## src/design/tlvp_pkg.sv

```systemverilog
`default_nettype none

package tlvp_pkg;

    // Parse phase codes, held in a plain 4-bit state vector.
    localparam logic [3:0] PH_MAGIC_HI = 4'd0;
    localparam logic [3:0] PH_MAGIC_LO = 4'd1;
    localparam logic [3:0] PH_VERSION  = 4'd2;
    localparam logic [3:0] PH_COUNT    = 4'd3;
    localparam logic [3:0] PH_TYPE     = 4'd4;
    localparam logic [3:0] PH_LEN_HI   = 4'd5;
    localparam logic [3:0] PH_LEN_LO   = 4'd6;
    localparam logic [3:0] PH_VALUE    = 4'd7;
    localparam logic [3:0] PH_LABEL    = 4'd8;
    localparam logic [3:0] PH_AFTER    = 4'd9;
    localparam logic [3:0] PH_DISCARD  = 4'd10;

    // Role codes attached to every byte.
    localparam logic [3:0] ROLE_MAGIC   = 4'd0;
    localparam logic [3:0] ROLE_VERSION = 4'd1;
    localparam logic [3:0] ROLE_COUNT   = 4'd2;
    localparam logic [3:0] ROLE_TYPE    = 4'd3;
    localparam logic [3:0] ROLE_LENGTH  = 4'd4;
    localparam logic [3:0] ROLE_VALUE   = 4'd5;
    localparam logic [3:0] ROLE_LABEL   = 4'd6;
    localparam logic [3:0] ROLE_AFTER   = 4'd7;
    localparam logic [3:0] ROLE_DISCARD = 4'd8;

    // Error codes.
    localparam logic [1:0] ERR_NONE      = 2'd0;
    localparam logic [1:0] ERR_BAD_MAGIC = 2'd1;
    localparam logic [1:0] ERR_TRUNC     = 2'd2;
    localparam logic [1:0] ERR_TOO_MANY  = 2'd3;

    // Per-packet parser context.
    typedef struct packed {
        logic [3:0]  phase;
        logic [7:0]  magic_high;
        logic [7:0]  fields_declared;
        logic [7:0]  field_counter;
        logic [7:0]  current_type;
        logic [15:0] current_length;
        logic [15:0] bytes_left;
        logic [7:0]  version;
        logic [1:0]  error;
    } parse_state_t;

    // One tagged result item.
    typedef struct packed {
        logic [3:0]  byte_role;
        logic [7:0]  byte_out;
        logic [7:0]  field_number;
        logic [7:0]  type_code;
        logic [15:0] value_length;
        logic [7:0]  version_seen;
        logic [1:0]  error_code;
        logic        packet_done;
    } result_t;

endpackage

`default_nettype wire

```

## src/design/tlvp_in_if.sv

```systemverilog
`default_nettype none

interface tlvp_in_if;
    logic       valid;
    logic       ready;
    logic [7:0] data_byte;
    logic       packet_end;

    modport source (output valid, output data_byte, output packet_end, input ready);
    modport sink (input valid, input data_byte, input packet_end, output ready);
endinterface

`default_nettype wire

```

## src/design/tlvp_out_if.sv

```systemverilog
`default_nettype none

interface tlvp_out_if;
    logic        valid;
    logic        ready;
    logic [3:0]  byte_role;
    logic [7:0]  byte_out;
    logic [7:0]  field_number;
    logic [7:0]  type_code;
    logic [15:0] value_length;
    logic [7:0]  version_seen;
    logic [1:0]  error_code;
    logic        packet_done;

    modport source (
        output valid, output byte_role, output byte_out, output field_number,
        output type_code, output value_length, output version_seen,
        output error_code, output packet_done, input ready
    );
    modport sink (
        input valid, input byte_role, input byte_out, input field_number,
        input type_code, input value_length, input version_seen,
        input error_code, input packet_done, output ready
    );
endinterface

`default_nettype wire

```

## src/design/tlvp_cfg_if.sv

```systemverilog
`default_nettype none

interface tlvp_cfg_if;
    logic        valid;
    logic        ready;
    logic [15:0] magic_value;

    modport source (output valid, output magic_value, input ready);
    modport sink (input valid, input magic_value, output ready);
endinterface

`default_nettype wire

```

## src/design/tlvp_step.sv

```systemverilog
`default_nettype none

module tlvp_step
    import tlvp_pkg::*;
#(
    parameter int FIELD_LIMIT = 16,
    parameter int LABEL_BYTES = 32,
    parameter int LCW         = $clog2(LABEL_BYTES)
) (
    input  parse_state_t   cur,
    input  logic [LCW-1:0] label_count,
    input  logic [7:0]     data_byte,
    input  logic           packet_end,
    input  logic [15:0]    magic_value,
    output parse_state_t   nxt,
    output logic [LCW-1:0] label_count_next,
    output result_t        res
);

    localparam logic [7:0]     LIMIT     = 8'(FIELD_LIMIT);
    localparam logic [LCW-1:0] LABEL_MAX = LCW'(LABEL_BYTES - 1);

    parse_state_t   st;
    logic [LCW-1:0] lc;
    logic [3:0]     role;
    logic [7:0]     fc_inc;
    logic [15:0]    len_full;
    logic [15:0]    left_dec;

    assign fc_inc   = cur.field_counter + 8'd1;
    assign len_full = {cur.current_length[15:8], data_byte};
    assign left_dec = cur.bytes_left - 16'd1;

    // Advance the parse context by one byte and tag the byte with its role.
    always_comb
    begin
        st   = cur;
        lc   = label_count;
        role = ROLE_DISCARD;
        case (cur.phase)
            PH_MAGIC_HI:
            begin
                role          = ROLE_MAGIC;
                st.magic_high = data_byte;
                st.phase      = PH_MAGIC_LO;
            end
            PH_MAGIC_LO:
            begin
                role = ROLE_MAGIC;
                if (!packet_end && ({cur.magic_high, data_byte} != magic_value))
                begin
                    st.error = ERR_BAD_MAGIC;
                    st.phase = PH_DISCARD;
                end
                else
                begin
                    st.phase = PH_VERSION;
                end
            end
            PH_VERSION:
            begin
                role       = ROLE_VERSION;
                st.version = data_byte;
                st.phase   = PH_COUNT;
            end
            PH_COUNT:
            begin
                role               = ROLE_COUNT;
                st.fields_declared = data_byte;
                st.field_counter   = 8'd0;
                if (data_byte > LIMIT)
                begin
                    st.error = ERR_TOO_MANY;
                    st.phase = PH_DISCARD;
                end
                else
                begin
                    st.phase = (data_byte == 8'd0) ? PH_LABEL : PH_TYPE;
                end
            end
            PH_TYPE:
            begin
                role              = ROLE_TYPE;
                st.current_type   = data_byte;
                st.current_length = 16'd0;
                st.phase          = PH_LEN_HI;
            end
            PH_LEN_HI:
            begin
                role              = ROLE_LENGTH;
                st.current_length = {data_byte, 8'd0};
                st.phase          = PH_LEN_LO;
            end
            PH_LEN_LO:
            begin
                role              = ROLE_LENGTH;
                st.current_length = len_full;
                st.bytes_left     = len_full;
                if (len_full == 16'd0)
                begin
                    st.field_counter = fc_inc;
                    st.phase = (fc_inc >= cur.fields_declared) ? PH_LABEL : PH_TYPE;
                end
                else
                begin
                    st.phase = PH_VALUE;
                end
            end
            PH_VALUE:
            begin
                role          = ROLE_VALUE;
                st.bytes_left = left_dec;
                if (left_dec == 16'd0)
                begin
                    st.field_counter = fc_inc;
                    st.phase = (fc_inc >= cur.fields_declared) ? PH_LABEL : PH_TYPE;
                end
            end
            PH_LABEL:
            begin
                if (data_byte == 8'd0)
                begin
                    role     = ROLE_LABEL;
                    st.phase = PH_AFTER;
                end
                else if (label_count < LABEL_MAX)
                begin
                    role = ROLE_LABEL;
                    lc   = label_count + LCW'(1);
                end
                else
                begin
                    role     = ROLE_AFTER;
                    st.phase = PH_AFTER;
                end
            end
            PH_AFTER:
            begin
                role = ROLE_AFTER;
            end
            default:
            begin
                role     = ROLE_DISCARD;
                st.phase = PH_DISCARD;
            end
        endcase

        // A packet that ends before its header or fields are complete is truncated.
        if (packet_end && (st.error == ERR_NONE) && !(st.phase inside
            {PH_LABEL, PH_AFTER, PH_DISCARD}))
        begin
            st.error = ERR_TRUNC;
        end
    end

    // The result reflects the context after this byte.
    always_comb
    begin
        res.byte_role    = role;
        res.byte_out     = data_byte;
        res.field_number = st.field_counter;
        res.type_code    = st.current_type;
        res.value_length = st.current_length;
        res.version_seen = st.version;
        res.error_code   = st.error;
        res.packet_done  = packet_end;
    end

    // The last byte of a packet clears the context for the next one.
    always_comb
    begin
        if (packet_end)
        begin
            nxt              = '0;
            label_count_next = '0;
        end
        else
        begin
            nxt              = st;
            label_count_next = lc;
        end
    end

endmodule

`default_nettype wire

```

## src/design/tlv_packet_stream_parser_core.sv

```systemverilog
`default_nettype none

// Channel   Modport  Payload                                      Accepted when
// packet    sink     data_byte[7:0], packet_end                   valid && ready
// result    source   byte_role .. packet_done (tagged byte)       valid && ready
// cfg       sink     magic_value[15:0]                            valid && ready
//
// Each byte is parsed on the edge that accepts it, and its tagged result is
// visible in the output register in the following cycle.
// A new byte is accepted every cycle; the output register is the only buffer,
// so packet.ready drops only while a result waits and result.ready is low.
// Reset (rst_n low, asynchronous) clears the parse context, the magic register
// and the output valid flag. The cfg channel is always ready.

module tlv_packet_stream_parser_core
    import tlvp_pkg::*;
#(
    parameter int FIELD_LIMIT = 16,
    parameter int LABEL_BYTES = 32
) (
    input  wire logic  clk,
    input  wire logic  rst_n,
    tlvp_in_if.sink    packet,
    tlvp_out_if.source result,
    tlvp_cfg_if.sink   cfg
);

    localparam int LCW = $clog2(LABEL_BYTES);

    parse_state_t   state_reg;
    parse_state_t   state_next;
    logic [LCW-1:0] label_count_reg;
    logic [LCW-1:0] label_count_next;
    logic [15:0]    magic_reg;
    result_t        res_reg;
    result_t        res_next;
    logic           out_valid_reg;
    logic           accept;

    // Take a byte whenever the output register is empty or being drained.
    assign packet.ready = !out_valid_reg || result.ready;
    assign accept       = packet.valid && packet.ready;
    assign cfg.ready    = 1'b1;

    tlvp_step #(
        .FIELD_LIMIT (FIELD_LIMIT),
        .LABEL_BYTES (LABEL_BYTES),
        .LCW         (LCW)
    ) u_step (
        .cur              (state_reg),
        .label_count      (label_count_reg),
        .data_byte        (packet.data_byte),
        .packet_end       (packet.packet_end),
        .magic_value      (magic_reg),
        .nxt              (state_next),
        .label_count_next (label_count_next),
        .res              (res_next)
    );

    // Magic register written from the configuration channel.
    always_ff @(posedge clk or negedge rst_n)
    begin
        if (!rst_n)
        begin
            magic_reg <= 16'd0;
        end
        else if (cfg.valid)
        begin
            magic_reg <= cfg.magic_value;
        end
    end

    // Parse context advances on every accepted item.
    always_ff @(posedge clk or negedge rst_n)
    begin
        if (!rst_n)
        begin
            state_reg       <= '0;
            label_count_reg <= '0;
        end
        else if (accept)
        begin
            state_reg       <= state_next;
            label_count_reg <= label_count_next;
        end
    end

    // Output valid flag.
    always_ff @(posedge clk or negedge rst_n)
    begin
        if (!rst_n)
        begin
            out_valid_reg <= 1'b0;
        end
        else if (packet.ready)
        begin
            out_valid_reg <= packet.valid;
        end
    end

    // Output payload register.
    always_ff @(posedge clk)
    begin
        if (accept)
        begin
            res_reg <= res_next;
        end
    end

    assign result.valid        = out_valid_reg;
    assign result.byte_role    = res_reg.byte_role;
    assign result.byte_out     = res_reg.byte_out;
    assign result.field_number = res_reg.field_number;
    assign result.type_code    = res_reg.type_code;
    assign result.value_length = res_reg.value_length;
    assign result.version_seen = res_reg.version_seen;
    assign result.error_code   = res_reg.error_code;
    assign result.packet_done  = res_reg.packet_done;

`ifndef SYNTHESIS
    // The last byte of a packet always returns the parser to the magic phase.
    a_end_clears: assert property (@(posedge clk) disable iff (!rst_n)
        (accept && packet.packet_end) |=> (state_reg.phase == PH_MAGIC_HI))
        else $error("parse context not cleared after packet end");

    // An error stays set for the rest of its packet.
    a_error_sticky: assert property (@(posedge clk) disable iff (!rst_n)
        (accept && !packet.packet_end && (state_reg.error != ERR_NONE))
        |=> (state_reg.error == $past(state_reg.error)))
        else $error("error code changed within a packet");

    // A discarded byte only follows a bad magic or an oversized field count.
    a_discard_err: assert property (@(posedge clk) disable iff (!rst_n)
        (result.valid && (result.byte_role == ROLE_DISCARD))
        |-> ((result.error_code == ERR_BAD_MAGIC) || (result.error_code == ERR_TOO_MANY)))
        else $error("discarded byte without a rejecting error");

    // The field counter never runs past the declared count.
    a_counter_bound: assert property (@(posedge clk) disable iff (!rst_n)
        state_reg.field_counter <= state_reg.fields_declared)
        else $error("field counter exceeds declared count");
`endif

endmodule

`default_nettype wire
```

## src/flat_wrapper.sv

```systemverilog
// flat-port wrapper written by rule: the top's interface ports become plain ports
module tlv_packet_stream_parser_core_flat import tlvp_pkg::*;
#(
    parameter int FIELD_LIMIT = 16,
    parameter int LABEL_BYTES = 32
)
  (clk, rst_n, packet_valid, packet_data_byte, packet_packet_end, packet_ready, result_valid, result_byte_role, result_byte_out, result_field_number, result_type_code, result_value_length, result_version_seen, result_error_code, result_packet_done, result_ready, cfg_valid, cfg_magic_value, cfg_ready);
  tlvp_in_if packet_i ();
  tlvp_out_if result_i ();
  tlvp_cfg_if cfg_i ();
  input  wire logic clk;
  input  wire logic rst_n;
  input wire logic [$bits(packet_i.valid)-1:0] packet_valid;
  input wire logic [$bits(packet_i.data_byte)-1:0] packet_data_byte;
  input wire logic [$bits(packet_i.packet_end)-1:0] packet_packet_end;
  output wire logic [$bits(packet_i.ready)-1:0] packet_ready;
  output wire logic [$bits(result_i.valid)-1:0] result_valid;
  output wire logic [$bits(result_i.byte_role)-1:0] result_byte_role;
  output wire logic [$bits(result_i.byte_out)-1:0] result_byte_out;
  output wire logic [$bits(result_i.field_number)-1:0] result_field_number;
  output wire logic [$bits(result_i.type_code)-1:0] result_type_code;
  output wire logic [$bits(result_i.value_length)-1:0] result_value_length;
  output wire logic [$bits(result_i.version_seen)-1:0] result_version_seen;
  output wire logic [$bits(result_i.error_code)-1:0] result_error_code;
  output wire logic [$bits(result_i.packet_done)-1:0] result_packet_done;
  input wire logic [$bits(result_i.ready)-1:0] result_ready;
  input wire logic [$bits(cfg_i.valid)-1:0] cfg_valid;
  input wire logic [$bits(cfg_i.magic_value)-1:0] cfg_magic_value;
  output wire logic [$bits(cfg_i.ready)-1:0] cfg_ready;
  assign packet_i.valid = packet_valid;
  assign packet_i.data_byte = packet_data_byte;
  assign packet_i.packet_end = packet_packet_end;
  assign packet_ready = packet_i.ready;
  assign result_valid = result_i.valid;
  assign result_byte_role = result_i.byte_role;
  assign result_byte_out = result_i.byte_out;
  assign result_field_number = result_i.field_number;
  assign result_type_code = result_i.type_code;
  assign result_value_length = result_i.value_length;
  assign result_version_seen = result_i.version_seen;
  assign result_error_code = result_i.error_code;
  assign result_packet_done = result_i.packet_done;
  assign result_i.ready = result_ready;
  assign cfg_i.valid = cfg_valid;
  assign cfg_i.magic_value = cfg_magic_value;
  assign cfg_ready = cfg_i.ready;
  tlv_packet_stream_parser_core #(.FIELD_LIMIT(FIELD_LIMIT), .LABEL_BYTES(LABEL_BYTES)) u_core (.clk(clk), .rst_n(rst_n), .packet(packet_i), .result(result_i), .cfg(cfg_i));
endmodule
```

## config.mk

```make
export PLATFORM = sky130hd
export DESIGN_NAME = tlv_packet_stream_parser_core_flat
export DESIGN_NICKNAME = d
export VERILOG_FILES = /design/src/design/tlvp_pkg.sv /design/src/design/tlvp_in_if.sv /design/src/design/tlvp_out_if.sv /design/src/design/tlvp_cfg_if.sv /design/src/design/tlvp_step.sv /design/src/design/tlv_packet_stream_parser_core.sv /design/src/flat_wrapper.sv
export SDC_FILE = /design/constraint.sdc
export NUM_CORES = 1
export LEC_CHECK = 0
export BUFFER_PORTS_ARGS = -buffer_cell sky130_fd_sc_hd__buf_2
export CORE_ASPECT_RATIO = 1.2
export CORE_MARGIN = 8
export CORE_UTILIZATION = 30
export CTS_CLUSTER_SIZE = 14
export DETAILED_ROUTE_END_ITERATION = 7
export SYNTH_ARGS = -nofsm -noshare
export SYNTH_HDL_FRONTEND = slang
export SYNTH_SLANG_ARGS = --single-unit
```

## constraint.sdc

```tcl
create_clock -name clk -period 7.6 [get_ports clk]
set_clock_uncertainty 0.05 [all_clocks]
set_input_delay 1.52 -clock clk [delete_from_list [all_inputs] [get_ports clk]]
set_output_delay 1.52 -clock clk [all_outputs]
set_load 0.05 [all_outputs]
```

==> flow_summary_export.csv <==
group,metric,value,unit
drt,vias_per_cell,5.22,
drt,route.detailed.drc,0,
die,dieHeight,191,um
cells_and_area,layout_common_cells,"100 x dfrtp_1, 85 x buf_2, 77 x o21ai_0",
cts,clk_latency,0.43,ns
drt,drt-met1-wl,9100,um
synth,syn_nets,752,
cts,postCtsSetupBuffers,0,
global_routing,antenna_found_initial,0,
setup_path,path_class,"input port to flop",
cells_and_area,largest_reg_flops,78,
die,start_util,30.3,%
cts,cts_tree,"built",
place,gp_congestion,0.870,
global_routing,grt.total_usage,13.2,%
timing,slew_headroom,21.4,%
timing,timing.setup.tns,0,ns
setup_path,crit_fanout,12,
global_routing,grt_pass1_wl,32300,um
pwr,power,2.73,mW
cts,clockBufferDepth,2,
cts,clockRootBuffer,"clkbuf_16",
global_routing,grt_pass1_vias,5643,
setup_path,critPathLaunchType,"input port",
cells_and_area,antenna_cells,0,
setup_path,slowest_delay,0.58,ns
synth,yosysSeqAreaShare,54.2,%
drt,drt_pass1_iterations,5,
setup_path,cp_data_arrival_time,4.19,ns
synth,synth_area,7660,um^2
pwr,ir_drop,0.163,mV
die,rows,64,
drt,wl_met2,10200,um
timing,slew_viol_final,0,
place,hpwl,14200,um
outcome,outcome,"finished clean",
pwr,p_leak,3.75,nW
setup_path,end_kind,"flop",
drt,wl_per_cell,18.5,um
min_path,hold_path_class,"flop to flop",
cells_and_area,final_common_cell,"dfrtp_1",
die,dieArea,30900,um^2
timing,worstMarginPinSlew,1.17,ns
drt,topRoutingLayerUsed,"met4",
timing,fin_crit_sh,51.6,%
synth,yosys_warnings,0,
cts,cts_sinks,155,
synth,ys_seq_elements,155,
place,placed_cells,1082,
die,die_w,162,um
synth,synth_ff_type,"dfrtp_1",
synth,async_reset_ff_share,64.5,%
cells_and_area,area_growth,16.6,%
timing,clock.fmax,255,MHz
cells_and_area,drive_gt1_share,21.7,%
pwr,power_density,306,nW/um^2
drt,met3_length,1070,um
drt,dr_total_vias,5819,
setup_path,path_cells,"buf_2 > or4_1 > nand4b_1 > nor3_1 > xnor2_1 > a2111oi_0 > o31ai_1 > o32ai_1",
timing,hold_viol,0,
synth,synthCells,710,
timing,rsz0062_at_grt,"no",
die,core_area,25300,um^2
cts,cts_made_buffers,17,
run,drv_cap,0,
timing,setup_viol,0,
timing,period_minus_slack,3.92,ns
cells_and_area,layout.nets,813,
drt,wirelength,20600,um
synth,postSynthAreaPerCell,10.8,um^2
cts,clk_pin_slew,0.07,ns
cts,postCtsHoldBufs,0,
synth,synth_edf_count,55,
global_routing,grt_overflow,0,
setup_path,regToRegSetupSlack,4.11,ns
setup_path,slowest_stage,"or4_1",
synth,yosysUniqueCellTypes,69,
cells_and_area,layout.cells.non_filler,1114,
cts,cts_max_level,4,
cts,cts_resized,0,
setup_path,required,7.86,ns
die,num_io_pins,88,
drt,drt_iter0_drc,428,
global_routing,grt_max_degree,67,
place,portBuffers,86,
drt,final_antenna_net_count,0,
[power by group]
| group | internal (mW) | switching [mW] |
|---|---|---|
| registers | 0.996 | 0.116 |
| clock network | 0.442 | 0.397 |
| logic | 0.275 | 0.505 |
| total | 1.71 | 1.02 |
[cell usage after synthesis (all sizes together) (8+ instances only)]
| cell type | n | share of area [%] |
|---|---|---|
| nor2 | 48 | 2.4 |
| inv | 23 | 1.1 |
| nor4 | 11 | 1.1 |
| clkbuf | 43 | 2.1 |
| nor3 | 17 | 1.3 |
| o21ai | 81 | 5.3 |
| ha | 12 | 2.0 |
| nand3 | 8 | 0.52 |
| nand2b | 8 | 0.65 |
| xnor2 | 26 | 3.0 |
| a22o | 53 | 6.1 |
| dfrtp | 100 | 33 |
| mux2 | 34 | 5.0 |
| a21oi | 28 | 1.8 |
| or3 | 8 | 0.65 |
| nand2 | 59 | 3.0 |
| edfxtp | 55 | 22 |
[worst paths after layout]
path | startpoint | end | depth (start not counted)
max in group asynchronous | rst_n | u_core.state_reg[1] | 2
min in group asynchronous | rst_n | u_core.state_reg[50] | 1
min | u_core.state_reg[61] | u_core.state_reg[61] | 2
min reg2reg | u_core.state_reg[61] | u_core.state_reg[61] | 2
max | packet_data_byte[0] | u_core.state_reg[55] | 8
max reg2reg | u_core.state_reg[10] | u_core.result.field_number[7] | 9
[routing by layer]
| metal | GRT usage (%) | up-vias |
|---|---|---|
| met4 | 4.21 | 0 |
| met5 | 0 | - |
| met3 | 2.52 | 22 |
| met2 | 21.6 | 203 |
| li1 | - | 2738 |
| met1 | 17.4 | 2856 |
[logic make-up after synthesis]
logic type	Yosys count	share of synthesized area [%]
AND/OR/NAND/NOR	195	13.0
XOR/XNOR	33	3.77
buffers and inverters	74	4.00
adder cells (fa/ha/maj)	12	1.96
flip-flops	155	54.2
other	1	0.0489
multiplexers	36	5.26
AO/OA/AOI/OAI	204	17.8
[metrics by stage]
step | area (um^2) | hold WS [ns] | util, % | setup slack [ns]
floorplan | 7660 | 0.400 | - | 2.89
global placement | 8340 | 0.418 | 32.9 | 3.37
detailed placement | 8340 | 0.425 | 32.9 | 3.31
CTS | 8930 | 0.441 | 35.3 | 3.75
global route | 8930 | 0.461 | 35.3 | 3.52
finish | 8930 | 0.435 | 35.3 | 3.68
[layout make-up]
class / count / area (um^2)
Fill cell: 2563 / 16400
Sequential cell: 155 / 4150
Multi-Input combinational cell: 481 / 3200
Timing Repair Buffer: 92 / 478
Clock buffer: 17 / 425
Tap cell: 330 / 413
Clock inverter: 15 / 170
Inverter: 24 / 90.1
[worst max-delay path, delay by kind of cell]
kind | cells | cell delay (ns)
and+or+nand+nor | 3 | 1.48
xor gates and xnor gates | 1 | 0.12
buffers and inverters | 1 | 0.18
AOI/OAI and AO/OA | 3 | 0.88
Power figures use the tool's default switching activity.
